**src/hw/rtl/archive_directory_parser_unit_macros.svh**
```systemverilog
// Assertion helpers shared by the RTL of the directory parser.
`ifndef ARCHIVE_DIRECTORY_PARSER_UNIT_MACROS_SVH
`define ARCHIVE_DIRECTORY_PARSER_UNIT_MACROS_SVH

// Concurrent check on an explicit clock and active-low reset.
`define ADPU_ASSERT_CLK(lbl, clk, rst_n, prop, msg) \
    lbl: assert property (@(posedge clk) disable iff (!rst_n) prop) else $error(msg);

// Concurrent check on the block clock and reset.
`define ADPU_ASSERT(lbl, prop, msg) \
    `ADPU_ASSERT_CLK(lbl, i_clk, i_rst_n, prop, msg)

`endif

```
**src/hw/rtl/adpu_pkg.sv**
```systemverilog
`timescale 1ns / 1ps
`default_nettype none

package adpu_pkg;

    // Header layout and limits.
    localparam logic [15:0] C_PAD_POS      = 16'd10;
    localparam logic [15:0] C_MIN_DIR      = 16'd12;
    localparam logic [7:0]  C_MAX_NAME_LEN = 8'd255;
    localparam logic [32:0] C_SIZE_CAP     = 33'h1_0000_0000;

    // Expected signature bytes at the archive start.
    localparam logic [7:0] C_MAGIC [4] = '{8'h52, 8'h4E, 8'h43, 8'h41};

    typedef enum logic [2:0] {
        PH_IDLE   = 3'd0,
        PH_HEADER = 3'd1,
        PH_NAME   = 3'd2,
        PH_OFFSET = 3'd3,
        PH_DONE   = 3'd4
    } t_phase;

    typedef enum logic [1:0] {
        KIND_ENTRY = 2'd0,
        KIND_DIR   = 2'd1,
        KIND_ERROR = 2'd2
    } t_kind;

    typedef enum logic [3:0] {
        ERR_NONE      = 4'd0,
        ERR_MAGIC     = 4'd1,
        ERR_SIZE_COPY = 4'd2,
        ERR_PAD       = 4'd3,
        ERR_TOO_SMALL = 4'd4,
        ERR_PAST_END  = 4'd5,
        ERR_CROSS     = 4'd6,
        ERR_NAME_LONG = 4'd7,
        ERR_OFF_RANGE = 4'd8,
        ERR_ORDER     = 4'd9,
        ERR_TERM      = 4'd10
    } t_err;

    // One result as it travels from the walker to the output register.
    typedef struct packed {
        t_kind       kind;
        logic [13:0] index;
        logic [31:0] offset;
        logic [7:0]  nlen;
        t_err        code;
    } t_result;

endpackage

`default_nettype wire

```
**src/hw/rtl/adpu_walker.sv**
```systemverilog
`timescale 1ns / 1ps
`default_nettype none
`include "archive_directory_parser_unit_macros.svh"

module adpu_walker
    import adpu_pkg::*;
(
    input  wire logic        i_clk,
    input  wire logic        i_rst_n,
    input  wire logic        i_en,
    input  wire logic [7:0]  i_data,
    input  wire logic        i_restart,
    input  wire logic [32:0] i_arch_size,
    output logic             o_res_valid,
    output t_result          o_res
);

    t_phase      r_phase, n_phase;
    logic [15:0] r_pos, n_pos;
    logic [15:0] r_dlen, n_dlen;
    logic [7:0]  r_nc, n_nc;
    logic [31:0] r_sh, n_sh;
    logic [1:0]  r_obs, n_obs;
    logic [31:0] r_prev, n_prev;
    logic [13:0] r_ent, n_ent;

    t_phase      w_ph;
    logic [15:0] w_pos, w_dlen;
    logic [7:0]  w_nc;
    logic [31:0] w_sh, w_prev, w_off;
    logic [1:0]  w_obs;
    logic [13:0] w_ent;
    logic        w_act, w_last, w_cross;
    t_err        w_err;
    logic        w_dir_ok, w_entry_ok;

    // A restart byte sees a cleared walk in the header phase.
    assign w_ph   = i_restart ? PH_HEADER : r_phase;
    assign w_pos  = i_restart ? 16'd0 : r_pos;
    assign w_dlen = i_restart ? 16'd0 : r_dlen;
    assign w_nc   = i_restart ? 8'd0 : r_nc;
    assign w_sh   = i_restart ? 32'd0 : r_sh;
    assign w_obs  = i_restart ? 2'd0 : r_obs;
    assign w_prev = i_restart ? 32'd0 : r_prev;
    assign w_ent  = i_restart ? 14'd0 : r_ent;

    assign w_act   = i_en && (i_restart || (r_phase != PH_IDLE && r_phase != PH_DONE));
    assign w_last  = ({1'b0, w_pos} + 17'd1) == {1'b0, w_dlen};
    assign w_cross = ({1'b0, w_pos} + 17'd5) > {1'b0, w_dlen};
    assign w_off   = {w_sh[23:0], i_data};

    // Checks in stream order; the first violation wins.
    always_comb begin
        w_err      = ERR_NONE;
        w_dir_ok   = 1'b0;
        w_entry_ok = 1'b0;
        unique case (w_ph)
            PH_HEADER: begin
                if (w_pos < 16'd4) begin
                    if (i_data != C_MAGIC[w_pos[1:0]]) w_err = ERR_MAGIC;
                end else if (w_pos == 16'd9) begin
                    if ({w_sh[7:0], i_data} != w_dlen) w_err = ERR_SIZE_COPY;
                end else if (w_pos == C_PAD_POS) begin
                    if (i_data != 8'd0)                     w_err = ERR_PAD;
                    else if (w_dlen < C_MIN_DIR)            w_err = ERR_TOO_SMALL;
                    else if ({17'd0, w_dlen} >= i_arch_size) w_err = ERR_PAST_END;
                end
            end
            PH_NAME: begin
                if (i_data == 8'd0) begin
                    if (w_nc == 8'd0) begin
                        if (w_last && w_ent != 14'd0) w_dir_ok = 1'b1;
                        else                          w_err = ERR_TERM;
                    end else if (w_cross) begin
                        w_err = ERR_CROSS;
                    end
                end else if (w_last) begin
                    w_err = ERR_CROSS;
                end else if (w_nc >= C_MAX_NAME_LEN) begin
                    w_err = ERR_NAME_LONG;
                end
            end
            PH_OFFSET: begin
                if (w_obs == 2'd3) begin
                    if (w_off < {16'd0, w_dlen} || {1'b0, w_off} >= i_arch_size) begin
                        w_err = ERR_OFF_RANGE;
                    end else if ((w_ent == 14'd0) ? (w_off != {16'd0, w_dlen})
                                                  : (w_off <= w_prev)) begin
                        w_err = ERR_ORDER;
                    end else if (w_last) begin
                        w_err = ERR_TERM;
                    end else begin
                        w_entry_ok = 1'b1;
                    end
                end
            end
            default: begin
                w_err = ERR_NONE;
            end
        endcase
    end

    // Next phase.
    always_comb begin
        n_phase = r_phase;
        if (w_act) begin
            if (w_err != ERR_NONE || w_dir_ok) begin
                n_phase = PH_DONE;
            end else begin
                unique case (w_ph)
                    PH_HEADER: n_phase = (w_pos == C_PAD_POS) ? PH_NAME : PH_HEADER;
                    PH_NAME:   n_phase = (i_data == 8'd0) ? PH_OFFSET : PH_NAME;
                    PH_OFFSET: n_phase = (w_obs == 2'd3) ? PH_NAME : PH_OFFSET;
                    default:   n_phase = PH_DONE;
                endcase
            end
        end
    end

    // Walk counters and shift register. After a failure they no longer matter.
    always_comb begin
        n_pos  = r_pos;
        n_dlen = r_dlen;
        n_nc   = r_nc;
        n_sh   = r_sh;
        n_obs  = r_obs;
        n_prev = r_prev;
        n_ent  = r_ent;
        if (w_act) begin
            n_pos  = w_pos + 16'd1;
            n_dlen = w_dlen;
            n_nc   = w_nc;
            n_sh   = w_sh;
            n_obs  = w_obs;
            n_prev = w_prev;
            n_ent  = w_ent;
            unique case (w_ph)
                PH_HEADER: begin
                    if (w_pos == 16'd4)      n_dlen = {i_data, 8'd0};
                    else if (w_pos == 16'd5) n_dlen = {w_dlen[15:8], i_data};
                    else if (w_pos == 16'd8) n_sh = {24'd0, i_data};
                    else if (w_pos == 16'd9) n_sh = {16'd0, w_sh[7:0], i_data};
                    else if (w_pos == C_PAD_POS) begin
                        n_nc = 8'd0;
                        n_sh = 32'd0;
                    end
                end
                PH_NAME: begin
                    if (i_data == 8'd0) begin
                        n_obs = 2'd0;
                        n_sh  = 32'd0;
                    end else begin
                        n_nc = w_nc + 8'd1;
                    end
                end
                PH_OFFSET: begin
                    n_sh  = w_off;
                    n_obs = w_obs + 2'd1;
                    if (w_obs == 2'd3) begin
                        n_prev = w_off;
                        n_ent  = w_ent + 14'd1;
                        n_nc   = 8'd0;
                    end
                end
                default: begin
                    n_pos = w_pos + 16'd1;
                end
            endcase
        end
    end

    // Result of this byte, if it produces one.
    always_comb begin
        o_res_valid  = w_act && (w_err != ERR_NONE || w_dir_ok || w_entry_ok);
        o_res.kind   = (w_err != ERR_NONE) ? KIND_ERROR : (w_dir_ok ? KIND_DIR : KIND_ENTRY);
        o_res.index  = (w_dir_ok || w_entry_ok) ? w_ent : 14'd0;
        o_res.offset = w_entry_ok ? w_off : 32'd0;
        o_res.nlen   = w_entry_ok ? w_nc : 8'd0;
        o_res.code   = w_err;
    end

    always_ff @(posedge i_clk) begin
        if (!i_rst_n) begin
            r_phase <= PH_IDLE;
            r_pos   <= 16'd0;
            r_dlen  <= 16'd0;
            r_nc    <= 8'd0;
            r_sh    <= 32'd0;
            r_obs   <= 2'd0;
            r_prev  <= 32'd0;
            r_ent   <= 14'd0;
        end else begin
            r_phase <= n_phase;
            r_pos   <= n_pos;
            r_dlen  <= n_dlen;
            r_nc    <= n_nc;
            r_sh    <= n_sh;
            r_obs   <= n_obs;
            r_prev  <= n_prev;
            r_ent   <= n_ent;
        end
    end

    // Entering the finished phase always reports something.
    `ADPU_ASSERT(a_done_reports, w_act && n_phase == PH_DONE |-> o_res_valid, "silent finish")
    // A reported entry lies at or beyond the directory end.
    `ADPU_ASSERT(a_entry_in_range,
                 o_res_valid && o_res.kind == KIND_ENTRY |-> w_off >= {16'd0, w_dlen},
                 "entry offset below directory end")
    // An accepted directory has at least one entry.
    `ADPU_ASSERT(a_dir_nonempty,
                 o_res_valid && o_res.kind == KIND_DIR |-> o_res.index != 14'd0,
                 "empty directory accepted")

endmodule

`default_nettype wire

```
**src/hw/rtl/archive_directory_parser_unit.sv**
```systemverilog
`timescale 1ns / 1ps
`default_nettype none
`include "archive_directory_parser_unit_macros.svh"

// Archive directory parser. Takes one archive byte per request and accepts a
// new request every clock cycle, sustained, as long as results are taken. A
// byte enters an input register, is checked in one pass against the walk
// state (the widest logic is the 33-bit compare of an offset against the
// archive size, beside the 32-bit compare against the previous offset), and
// any result lands in the output register when the byte leaves the input
// register. The output register keeps a held result while the next byte is
// already waiting in the input register. Write the size register only while
// the unit is idle; values above 2^32 saturate.
module archive_directory_parser_unit
    import adpu_pkg::*;
(
    input  wire logic        i_clk,
    input  wire logic        i_rst_n,
    input  wire logic        i_cfg_we,
    input  wire logic [32:0] i_cfg_data,
    input  wire logic        i_in_valid,
    output logic             o_in_stall,
    input  wire logic [7:0]  i_data_byte,
    input  wire logic        i_restart,
    output logic             o_out_valid,
    input  wire logic        i_out_stall,
    output logic [1:0]       o_kind,
    output logic [13:0]      o_entry_index,
    output logic [31:0]      o_entry_offset,
    output logic [7:0]       o_name_length,
    output logic [3:0]       o_error_code
);

    logic [32:0] r_arch;
    logic        r_in_valid;
    logic [7:0]  r_in_data;
    logic        r_in_restart;
    logic        r_out_valid;
    t_result     r_out;

    logic        w_adv, w_in_acc;
    logic        w_res_valid;
    t_result     w_res;

    // The walker step runs whenever the output slot is free or being emptied.
    assign w_adv      = r_in_valid && (!r_out_valid || !i_out_stall);
    assign o_in_stall = r_in_valid && !w_adv;
    assign w_in_acc   = i_in_valid && !o_in_stall;

    // Archive size register with saturation.
    always_ff @(posedge i_clk) begin
        if (!i_rst_n) begin
            r_arch <= 33'd0;
        end else if (i_cfg_we) begin
            r_arch <= i_cfg_data[32] ? C_SIZE_CAP : i_cfg_data;
        end
    end

    // Input register.
    always_ff @(posedge i_clk) begin
        if (!i_rst_n) begin
            r_in_valid <= 1'b0;
        end else if (w_in_acc) begin
            r_in_valid <= 1'b1;
        end else if (w_adv) begin
            r_in_valid <= 1'b0;
        end
    end

    always_ff @(posedge i_clk) begin
        if (w_in_acc) begin
            r_in_data    <= i_data_byte;
            r_in_restart <= i_restart;
        end
    end

    adpu_walker u_walker (
        .i_clk       (i_clk),
        .i_rst_n     (i_rst_n),
        .i_en        (w_adv),
        .i_data      (r_in_data),
        .i_restart   (r_in_restart),
        .i_arch_size (r_arch),
        .o_res_valid (w_res_valid),
        .o_res       (w_res)
    );

    // Output register.
    always_ff @(posedge i_clk) begin
        if (!i_rst_n) begin
            r_out_valid <= 1'b0;
        end else if (w_adv && w_res_valid) begin
            r_out_valid <= 1'b1;
        end else if (r_out_valid && !i_out_stall) begin
            r_out_valid <= 1'b0;
        end
    end

    always_ff @(posedge i_clk) begin
        if (w_adv && w_res_valid) begin
            r_out <= w_res;
        end
    end

    assign o_out_valid    = r_out_valid;
    assign o_kind         = r_out.kind;
    assign o_entry_index  = r_out.index;
    assign o_entry_offset = r_out.offset;
    assign o_name_length  = r_out.nlen;
    assign o_error_code   = r_out.code;

    // A waiting byte is never dropped.
    `ADPU_ASSERT(a_in_kept, r_in_valid && !w_adv |=> r_in_valid, "input request lost")
    // Error results carry a code and nothing else.
    `ADPU_ASSERT(a_err_fields,
                 o_out_valid && o_kind == KIND_ERROR |->
                     o_error_code != ERR_NONE && o_entry_index == 14'd0,
                 "bad error result")
    // Non-error results carry no code.
    `ADPU_ASSERT(a_ok_fields,
                 o_out_valid && o_kind != KIND_ERROR |-> o_error_code == ERR_NONE,
                 "code on good result")

endmodule

`default_nettype wire
```
**config.mk**
```make
export PLATFORM = sky130hd
export DESIGN_NAME = archive_directory_parser_unit
export DESIGN_NICKNAME = d
export VERILOG_FILES = /design/src/hw/rtl/adpu_pkg.sv /design/src/hw/rtl/adpu_walker.sv /design/src/hw/rtl/archive_directory_parser_unit.sv
export VERILOG_INCLUDE_DIRS = /design/src /design/src/hw/rtl
export SDC_FILE = /design/constraint.sdc
export NUM_CORES = 1
export LEC_CHECK = 0
export BUFFER_PORTS_ARGS = -buffer_cell sky130_fd_sc_hd__buf_2
export CAP_MARGIN = 20
export CORE_MARGIN = 2
export CORE_UTILIZATION = 34
export CTS_BUF_LIST = sky130_fd_sc_hd__clkbuf_4
export DETAILED_ROUTE_END_ITERATION = 8
export HOLD_SLACK_MARGIN = 0.02
export PLACE_DENSITY_LB_ADDON = 0.25
export SLEW_MARGIN = 10
export SYNTH_ARGS = -nofsm -noshare
export SYNTH_HDL_FRONTEND = slang
export SYNTH_SLANG_ARGS = --single-unit
```
**constraint.sdc**
```tcl
create_clock -name i_clk -period 6.7 [get_ports i_clk]
set_clock_uncertainty 0.05 [all_clocks]
set_input_delay 0.67 -clock i_clk [delete_from_list [all_inputs] [get_ports i_clk]]
set_output_delay 0.67 -clock i_clk [all_outputs]
set_load 0.03 [all_outputs]
```
# --- Word level (Yosys, flattened, before mapping) ---
# Index checks and enable logic that the tools add are counted.
word_totals:
  register_bits: 227
op_classes:
  n_addsub: 6
  magnitude_cmp: 9
  n_eq_ne: 14
  mux: 75
  n_bitwise: 1
  n_reduce_logical: 28
ops:
  columns: ["operator", "n"]
  rows:
  - ["$mux 32", 10]
  - ["$pmux 32 s3", 1]
  - ["$mux 8", 11]
  - ["$mux 16", 4]
  - ["$mux 4", 13]
  - ["$eq 16x4->1 const B", 3]
  - ["$mux 14", 3]
  - ["$ge 16x33->1", 1]
  - ["$ge 32x33->1", 1]
  - ["$mux 33", 1]
  - ["$eq 16x3->1 const B", 2]
  - ["$le 32x32->1", 1]
  - ["$lt 32x16->1", 1]
  - ["$ne 32x16->1", 1]
  - ["$pmux 8 s3", 1]
  - ["$mux 1", 18]
  - ["$add 16x1->17 const B", 1]
  - ["$add 16x3->17 const B", 1]
  - ["$eq 17x16->1", 1]
  - ["$gt 17x16->1", 1]
  - ["$add 16x1->16 const B", 1]
  - ["$bmux 8 s2", 1]
  - ["$logic_not 8->1", 2]
  - ["$lt 16x3->1 const B", 1]
  - ["27 further kinds", 52]

# --- Depth between registers and ports, before layout ---
# Gate-level depths: netlist of the first run.
depth:
  word_depth: 15
  mapped_depth: 25

# --- Cells and area by module ---
# From an unflattened synthesis of the first run, not the netlist that was laid out.
hier_totals:
  hier_cells: 1510
  hier_area_um2: 13639.3
by_module_without_submodules:
  columns: ["mod", "instances", "cells_each", "area_each_um2", "seq_area_each_um2"]
  rows:
  - ["adpu_walker", 1, 1286, 10162.2, 2302.2]
  - ["archive_directory_parser_unit", 1, 224, 3477.1, 2772.7]

# --- Worst setup path before layout of the first run ---
# Ideal clock, no wire load.
synth_path:
  kind: "reg-to-reg"
  start: "reg r_in_restart"
  end: "reg r_out (netlist bit o_entry_index[0]), enable pin"
  t_arrival_ps: 5742
  t_required_ps: 6228
  path_slack_ps: 486
  stages_incl_launch_ff: 26
  n_path_buf: 7
  synth_period_minus_slack_ps: 6214
  cell_sequence: "edfxtp_1 -> buf_2 -> buf_2 -> buf_2 -> clkbuf_1 -> buf_1 -> buf_1 -> nor2b_1 -> ha_1 -> nor2_1 -> nor3_1 -> nand3_1 -> xor2_1 -> nor2_1 -> ha_1 -> nand4_1 -> nor3_1 -> a211oi_1 -> o31ai_1 -> o221a_2 -> o22a_1 -> nor2_1 -> o21ai_1 -> or4b_4 -> buf_6 -> o21a_1"
synth_rtl:
  columns: ["item", "line", "rtl"]
  rows:
  - ["start: declaration", "archive_directory_parser_unit.sv:37", "logic r_in_restart;"]
  - ["start signal: assignment", "archive_directory_parser_unit.sv:73", "r_in_restart <= i_restart;"]
  - ["end signal: assignment", "archive_directory_parser_unit.sv:101", "r_out <= w_res;"]
  - ["end: declaration", "archive_directory_parser_unit.sv:39", "t_result r_out;"]

==> out/summary.log, run 1 <==
qor: critical_path.critical_path_start r_in_restart
qor: die.design.die.area 40,500 sq um
qor: flow_run.drv_cap 0
qor: synth.synthTopCellsByCount nand2_1 (173), dfxtp_1 (150), nor2b_1 (150), ha_1 (124), o21ai_0 (85)
qor: synth.synthesis.nets 1,681
qor: clock_network.cts.htree.levels 2
qor: die.floorplan.io_pins 109
qor: route.first_pass_iteration_count_of_the_detailed_router 5
qor: critical_path.crit_fanout 17
qor: synth.synth_top_cell_area_share 0.227
qor: clock_network.cts_tree done
qor: route.vias_per_cell 5.22
qor: critical_path.kind_of_launch_point_of_the_worst_setup_path register
qor: critical_path.regToRegStartpoint r_in_restart
qor: synth.synth.ff_latch_count 219
qor: status.status finished clean
qor: critical_path.timing.critical_path.cells nor2b_1 > ha_1 > nor2_1 > nor3_1 > nand4_1 > xor2_1 > nor2_1 > ha_1 > nand2_1 > nor3_1 > a211oi_1 > o31ai_1 > o221a_2 > o22a_1 > nor2_1 > o21ai_1 > or4b_4 > o21a_2 > buf_4
qor: die.fp.dieW 201 um
qor: finish.finish.utilization 0.391
qor: route.routed_wire_length_per_instance 17.8 um
qor: timing.fin_crit 5.52 ns
qor: critical_path.timing.critical_path.to_type register
qor: global_routing.globalRouteMet3Util 0.0374
qor: global_routing.global_route.usage.met2 0.316
qor: synth.synth_cells 1,510
qor: critical_path.cpPeakStageDelay 0.65 ns
qor: finish.final.fill_count 3,974
qor: synth.total_of_warnings_raised_by_yosys 0
qor: timing.fin_ws 1.18 ns
qor: synth.post_synth_num_cell_types 81
qor: route.wirelength 38,900 um
qor: critical_path.worst-setup-path-type register to register
qor: global_routing.global_route_wire_length_before_repair 61,400 um
qor: global_routing.globalRoute.totalOverflow 0
qor: pwr.power.static_leakage 0.00604 uW
qor: synth.ranking_of_synthesized_cells_by_area dfxtp_1 (23%), edfxtp_1 (16%), ha_1 (12%), nor2b_1 (7.1%), nand2_1 (4.9%)
qor: global_routing.track_usage 0.191
qor: critical_path.critPathMostFrequentCell nor2_1
qor: die.coreArea 38,600 sq um
qor: place.globalplace.congestion 0.910
qor: synth.synth_top_area_cell dfxtp_1
qor: clock_network.cts.sinks 219
qor: route.postRouteAntennaNets 0
qor: finish.post_route_cells_drive_above_1_share 0.145
qor: place.hpwlAfterDp 28,000 um
qor: global_routing.grt_most_used_layer met2
qor: timing.setup_viol 0
qor: timing.worst_slew_margin_rel 0.354
qor: place.port_buffers 108
qor: global_routing.grt_start_max_net_pins 108
qor: synth.ys_dominant_reg_cell dfxtp_1
qor: route.route.vias.total 11,400
qor: clock_network.cts.repair.resized 0
qor: critical_path.worstPathArrival 5.96 ns
qor: finish.area_growth_syn_to_layout 14.0%
qor: pwr.ir_worst_vdd 88.4 uV
qor: clock_network.cts_root_cell clkbuf_4
qor: global_routing.grt_pass1_vias 11,400
qor: die.num_rows 72
qor: timing.grt_setup_unrepaired no
qor: pwr.power-per-cell-area 185 nW/um^2
qor: synth.mappedNetlistArea 13,200 sq um
qor: finish.fin_nets 1,788
qor: clock_network.clock_tree.buffer_depth 3
qor: global_routing.use_met1 0.242
qor: synth.avgSynthCellArea 8.76 sq um
qor: timing.finalHoldViolCount 0
qor: route.post-route-drc-count 0
qor: critical_path.worstPathBufferInverterCount 1
qor: hold_path.hp-start i_restart
qor: clock_network.insertion_delay 0.82 ns
qor: die.fp.dieH 201 um
qor: timing.setup-tns-final 0 ns
qor: die.start_util 0.343
qor: route.detail_route.iter0.violations 627
qor: critical_path.required 7.14 ns
qor: clock_network.clk_transition_reported_paths 0.06 ns
qor: hold_path.timing.hold.worst.class input pin to register
qor: place.post-place-ws 0.962 ns
qor: clock_network.cts_inserted_buffers 60
qor: critical_path.timing.critical_path.max_delay_family simple AND/OR/NAND/NOR gates
qor: timing.timing_max_transition_violations_final 0
qor: synth.synth.most_common_cell nand2_1
qor: critical_path.cell_with_the_largest_stage_delay_on_the_worst_path nor3_1
qor: timing.share_of_the_clock_period_used_by_the_worst_path 0.824
qor: synth.number_of_enable_type_register_cells_in_the_synthesized_netlist 69
qor: synth.async_reset_ff_frac 0
qor: timing.max_freq 181 MHz
qor: global_routing.grt_antenna_before_repair 1
qor: synth.seq_area_frac_synth 0.384
qor: timing.worst_max_slew_pin_slew 0.960 ns
cells by family (layout without fill, tap and decap cells):
group	after synthesis	after routing	synth area share
AND/OR/NAND/NOR	620	620	0.250
other	0	1	0
AO/OA/AOI/OAI	333	333	0.166
XOR/XNOR	46	46	0.0315
flip-flops	219	219	0.384
buffers and inverters	166	324	0.0500
adder cells (fa/ha/maj)	124	124	0.117
multiplexers	2	2	0.00151
state kept, by name, indices dropped and copies added (netlist names), 2 cells and up:
| name | count |
|---|---|
| o_error_code | 4 |
| o_name_length | 8 |
| o_entry_offset | 32 |
| u_walker.r_pos | 16 |
| u_walker.r_sh | 24 |
| u_walker.r_obs | 2 |
| u_walker.r_ent | 14 |
| u_walker.r_nc | 8 |
| o_kind | 2 |
| r_in_data | 8 |
| u_walker.r_phase | 3 |
| o_entry_index | 14 |
| r_arch | 33 |
| u_walker.r_prev | 32 |
| u_walker.r_dlen | 16 |
cell usage in the layout, fill, tap and decap left out, types with 5 or more instances in the layout:
master	instances
a21oi_1	68
buf_4	13
nand4_1	24
o21ai_0	85
o31ai_1	6
a31oi_1	10
nand2_1	173
nor2_1	71
nand2b_1	7
nand3_1	33
o22ai_1	6
and3_1	9
dfxtp_1	150
edfxtp_1	69
clkinv_1	22
xnor2_1	27
and2_1	55
xor2_1	18
a21o_1	11
nor4_1	30
nor2b_1	149
nor3_1	25
inv_1	76
ha_1	124
o211a_1	5
or3_1	6
a22oi_1	82
buf_2	107
a21boi_0	6
dlygate4sd3_1	12
clkbuf_4	85
and4_1	6
o211ai_1	5
a211oi_1	8
power by group:
group	total (uW)	internal [uW]	switching (uW)
Combinational	202	75.4	126
Sequential	1400	1380	23.0
Clock	1190	591	595
Total	2790	2040	744
metrics by stage:
step                      cells  power, uW  hold WS, ns  instance area, sq um
after floorplan            1510       1550        0.373                 13200
after global placement     2060       1620        0.392                 14200
after detailed placement   2060       1630        0.402                 14200
after CTS                  2185       2850       0.0222                 15100
after global routing       2187       2930       0.0375                 15100
final                      2187       2790       0.0768                 15100
metal layers:
| layer | up-vias | part of all wire |
|---|---|---|
| met5 | - | 0 |
| met4 | 0 | 0.033 |
| met3 | 93 | 0.055 |
| met2 | 315 | 0.47 |
| met1 | 5377 | 0.45 |
| li1 | 5623 | - |
path summary, 6_finish.rpt:
path / slack, ns / to / cells after the start
worst max register to register: 1.18 / o_name_length[7] / 19
worst min register to register: 0.41 / u_walker.r_obs[0] / 1
worst max-delay path: 1.18 / o_name_length[7] / 19
worst min-delay path: 0.08 / r_in_restart / 1
cell type report:
class | count | area [sq um] | share of cell area
Antenna cell | 1 | 2.50 | 0.000166
Timing Repair Buffer | 134 | 793 | 0.0526
Clock inverter | 28 | 123 | 0.00813
Inverter | 77 | 289 | 0.0192
Tap cell | 518 | 648 | 0.0430
Sequential cell | 219 | 5070 | 0.337
Clock buffer | 85 | 638 | 0.0423
Multi-Input combinational cell | 1125 | 7510 | 0.498
timing repair:
item / CTS / global route
hold buffers: 12 / 0
hold endpoints to repair: 12 / 0
buffers inserted: 0 / 0
Note: power is estimated with default switching activity, not from simulation.
==> run 2: changes to the inputs <==
--- a/config.mk
+++ b/config.mk
@@ -6,6 +6,7 @@
 export SDC_FILE = /design/constraint.sdc
 export NUM_CORES = 1
 export LEC_CHECK = 0
+export ABC_AREA = 1
 export BUFFER_PORTS_ARGS = -buffer_cell sky130_fd_sc_hd__buf_2
 export CAP_MARGIN = 20
 export CORE_MARGIN = 2
==> constraint.sdc (replaced) <==
create_clock -name i_clk -period 5.4 [get_ports i_clk]
set_clock_uncertainty 0.05 [all_clocks]
set_input_delay 0.54 -clock i_clk [delete_from_list [all_inputs] [get_ports i_clk]]
set_output_delay 0.54 -clock i_clk [all_outputs]
set_load 0.03 [all_outputs]
==> run 2 against run 1 <==
Net effect:
- wire length grew 17%
- cell area grew 9.8%
- cell count increased by 25%
- critical path type unchanged
- highest routed layer unchanged
==> out/summary.log, run 2 <==
qor: status.status finished clean
qor: place.globalplace.congestion 0.909
qor: finish.finish.utilization 0.405
qor: route.routed_wire_length_per_instance 16.7 um
qor: global_routing.grt_antenna_before_repair 2
qor: route.vias_per_cell 5.07
qor: route.wirelength 45,600 um
qor: clock_network.clock_tree.buffer_depth 3
qor: critical_path.critPathMostFrequentCell nand2_1
qor: pwr.power-per-cell-area 239 nW/um^2
qor: pwr.p_total 3970 uW
qor: critical_path.worstPathArrival 5.16 ns
qor: finish.fin_nets 2,310
qor: timing.max_freq 209 MHz
qor: pwr.ir_worst_vdd 149 uV
qor: critical_path.cpPeakStageDelay 0.57 ns
qor: place.hpwlAfterDp 33,500 um
qor: clock_network.cts.htree.levels 2
qor: synth.synth_compound_gate_area_share 0.151
qor: synth.synthesis.nets 2,136
qor: synth.avgSynthCellArea 7.19 sq um
qor: pwr.switch_pwr 1190 uW
qor: pwr.share_seq_of_total_power 0.451
qor: synth.ys_dominant_reg_cell dfxtp_1
qor: critical_path.regToRegStartpoint r_in_restart
qor: synth.seq_area_frac_synth 0.359
qor: synth.synthTopCellsByCount nand2_1 (420), nor2_1 (262), inv_1 (238), a21oi_1 (160), dfxtp_1 (150)
qor: synth.yosys-mux-area-fraction 0
qor: global_routing.grt_most_used_layer met2
qor: finish.layout.cells.most_common_list nand2_1 (420), nor2_1 (261), inv_1 (237), a21oi_1 (160), dfxtp_1 (150)
qor: clock_network.cts_root_cell clkbuf_4
qor: route.detail_route.iter0.violations 949
qor: clock_network.insertion_delay 0.80 ns
qor: finish.mostFrequentLayoutCell nand2_1
qor: clock_network.clk_transition_reported_paths 0.07 ns
qor: synth.yosys.area_share.simple 0.274
qor: hold_path.worstHoldEndpoint r_arch[1]
qor: synth.mappedNetlistArea 14,100 sq um
qor: global_routing.globalRoute.totalOverflow 0
qor: clock_network.cts_tree done
qor: timing.finalHoldViolCount 0
qor: route.route.vias.total 13,800
qor: pwr.clock_power_share 0.407
qor: pwr.p_comb_frac 0.142
qor: timing.setup_viol 0
qor: die.fp.dieW 208 um
qor: synth.synth_xor_area_frac 0.0152
qor: timing.worst_max_slew_pin_slew 1.00 ns
qor: timing.worst_slew_margin_rel 0.332
qor: die.start_util 0.345
qor: route.post-route-drc-count 0
qor: critical_path.cell_with_the_largest_stage_delay_on_the_worst_path buf_4
qor: synth.synth_cells 1,965
qor: die.design.die.area 43,200 sq um
qor: critical_path.critical_path.reg2reg.endpoint o_entry_offset[27]
qor: critical_path.worstRegToRegCells 25
qor: die.fp.dieH 208 um
qor: synth.async_reset_ff_frac 0
qor: critical_path.timing.critical_path.to_type register
qor: synth.synth_top_area_cell dfxtp_1
qor: critical_path.reg2reg_setup_slack 0.62 ns
qor: global_routing.grt_pass1_vias 13,400
qor: hold_path.hp-start i_cfg_data[32]
qor: flow_run.drv_cap 0
qor: hold_path.timing.hold.worst.class input pin to register
qor: clock_network.cts.sinks 219
qor: critical_path.kind_of_launch_point_of_the_worst_setup_path register
qor: synth.synth_top_family_by_area simple AND/OR/NAND/NOR gates
qor: timing.grt_setup_unrepaired no
qor: route.first_pass_iteration_count_of_the_detailed_router 5
qor: synth.synth-adder-area-share 0.110
qor: finish.largest-register r_arch
qor: finish.final_design_area_no_fill 16,600 sq um
qor: critical_path.crit_fanout 60
qor: clock_network.post_cts_buffers 0
qor: route.postRouteAntennaNets 0
qor: synth.number_of_enable_type_register_cells_in_the_synthesized_netlist 69
qor: synth.total_of_warnings_raised_by_yosys 0
qor: synth.synth.ff_latch_count 219
qor: finish.post_route_cells_drive_above_1_share 0.136
qor: pwr.net_switching_share_of_the_total_power 0.299
qor: place.port_buffers 108
qor: synth.post_synth_num_cell_types 49
qor: die.coreArea 40,900 sq um
qor: finish.largest_register_ffs 33
qor: pwr.power.static_leakage 0.00771 uW
qor: global_routing.track_usage 0.211
qor: clock_network.cts_inserted_buffers 61
qor: synth.synth_top_cell_area_share 0.212
qor: critical_path.required 5.78 ns
qor: global_routing.globalRouteMet3Util 0.0398
qor: finish.area_growth_syn_to_layout 17.1%
qor: global_routing.grt_start_max_net_pins 83
qor: timing.timing_max_transition_violations_final 0
qor: hold_path.worstHoldPathCells 4
qor: pwr.power_report.internal_total 2780 uW
qor: global_routing.global_route.usage.met2 0.339
qor: timing.setup-tns-final 0 ns
qor: place.post_dp_cell_area 15,300 sq um
qor: die.floorplan.io_pins 109
qor: synth.synth.most_common_cell nand2_1
qor: global_routing.global_route_wire_length_before_repair 73,000 um
qor: timing.fin_crit 4.78 ns
qor: global_routing.use_met1 0.285
qor: die.num_rows 74
qor: synth.ranking_of_synthesized_cells_by_area dfxtp_1 (21%), edfxtp_1 (15%), nand2_1 (11%), ha_1 (11%), nor2_1 (7.0%)
qor: critical_path.worst-setup-path-type register to register
qor: timing.share_of_the_clock_period_used_by_the_worst_path 0.886
-- run 2: cells by family after synthesis --
| group | count (synthesis) |
|---|---|
| XOR/XNOR | 23 |
| buffers and inverters | 328 |
| adder cells (fa/ha/maj) | 124 |
| AND/OR/NAND/NOR | 893 |
| AO/OA/AOI/OAI | 378 |
| flip-flops | 219 |
-- run 2: how the worst max path moves through the flow --
stage / start / end / slack, ns
after floorplan: r_in_restart / o_entry_index[0] / 0.08
after global placement: r_in_restart / o_entry_offset[27] / 0.77
after detailed placement: r_in_restart / o_entry_offset[27] / 0.66
after CTS: r_in_restart / o_entry_offset[27] / 0.64
after global routing: r_in_restart / o_entry_offset[29] / 0.28
final: r_in_restart / o_entry_offset[27] / 0.62
-- run 2: per-stage QoR --
step | setup WS (ns) | hold slack [ns] | std cells
finish | 0.617 | 0.110 | 2725
global route | 0.277 | 0.0603 | 2725
CTS | 0.637 | 0.104 | 2721
detailed placement | 0.659 | 0.405 | 2565
global placement | 0.775 | 0.401 | 2565
floorplan | 0.0847 | 0.395 | 1965
-- run 2: cell type report --
cell class,instances,area [sq um]
Tap cell,532,666
Timing Repair Buffer,186,1230
Clock inverter,29,186
Antenna cell,3,7.51
Clock buffer,85,638
Inverter,253,956
Sequential cell,219,5070
Fill cell,4329,24400
Multi-Input combinational cell,1418,7790
-- run 2: power by group through the flow --
stage | Clock [uW] | Sequential, uW | Combinational (uW)
global placement | 0 | 1820 | 527
finish | 1610 | 1790 | 563
floorplan | 0 | 1810 | 374
detailed placement | 0 | 1830 | 535
CTS | 1670 | 1790 | 561
global route | 1760 | 1790 | 638
-- run 2: per-layer routing --
layer / routed length [um] / vias to the layer above
li1: - / 6986
met1: 21100 / 6310
met2: 20600 / 443
met3: 2790 / 89
met4: 1150 / 0
met5: 0 / -
-- run 2: critical path, delay by kind of cell (launching register included) --
| kind | cells | cell delay (ns) |
|---|---|---|
| simple gates | 15 | 1.75 |
| buf+inv | 6 | 1.27 |
| fa+ha+maj | 2 | 0.60 |
| flops | 1 | 0.40 |
| xor+xnor | 1 | 0.19 |
| compound gates | 1 | 0.11 |
-- run 2: what timing repair did --
item | CTS | global route
resized for setup | 0 | 0
hold buffers | 42 | 0
endpoints found under the hold margin | 42 | 0
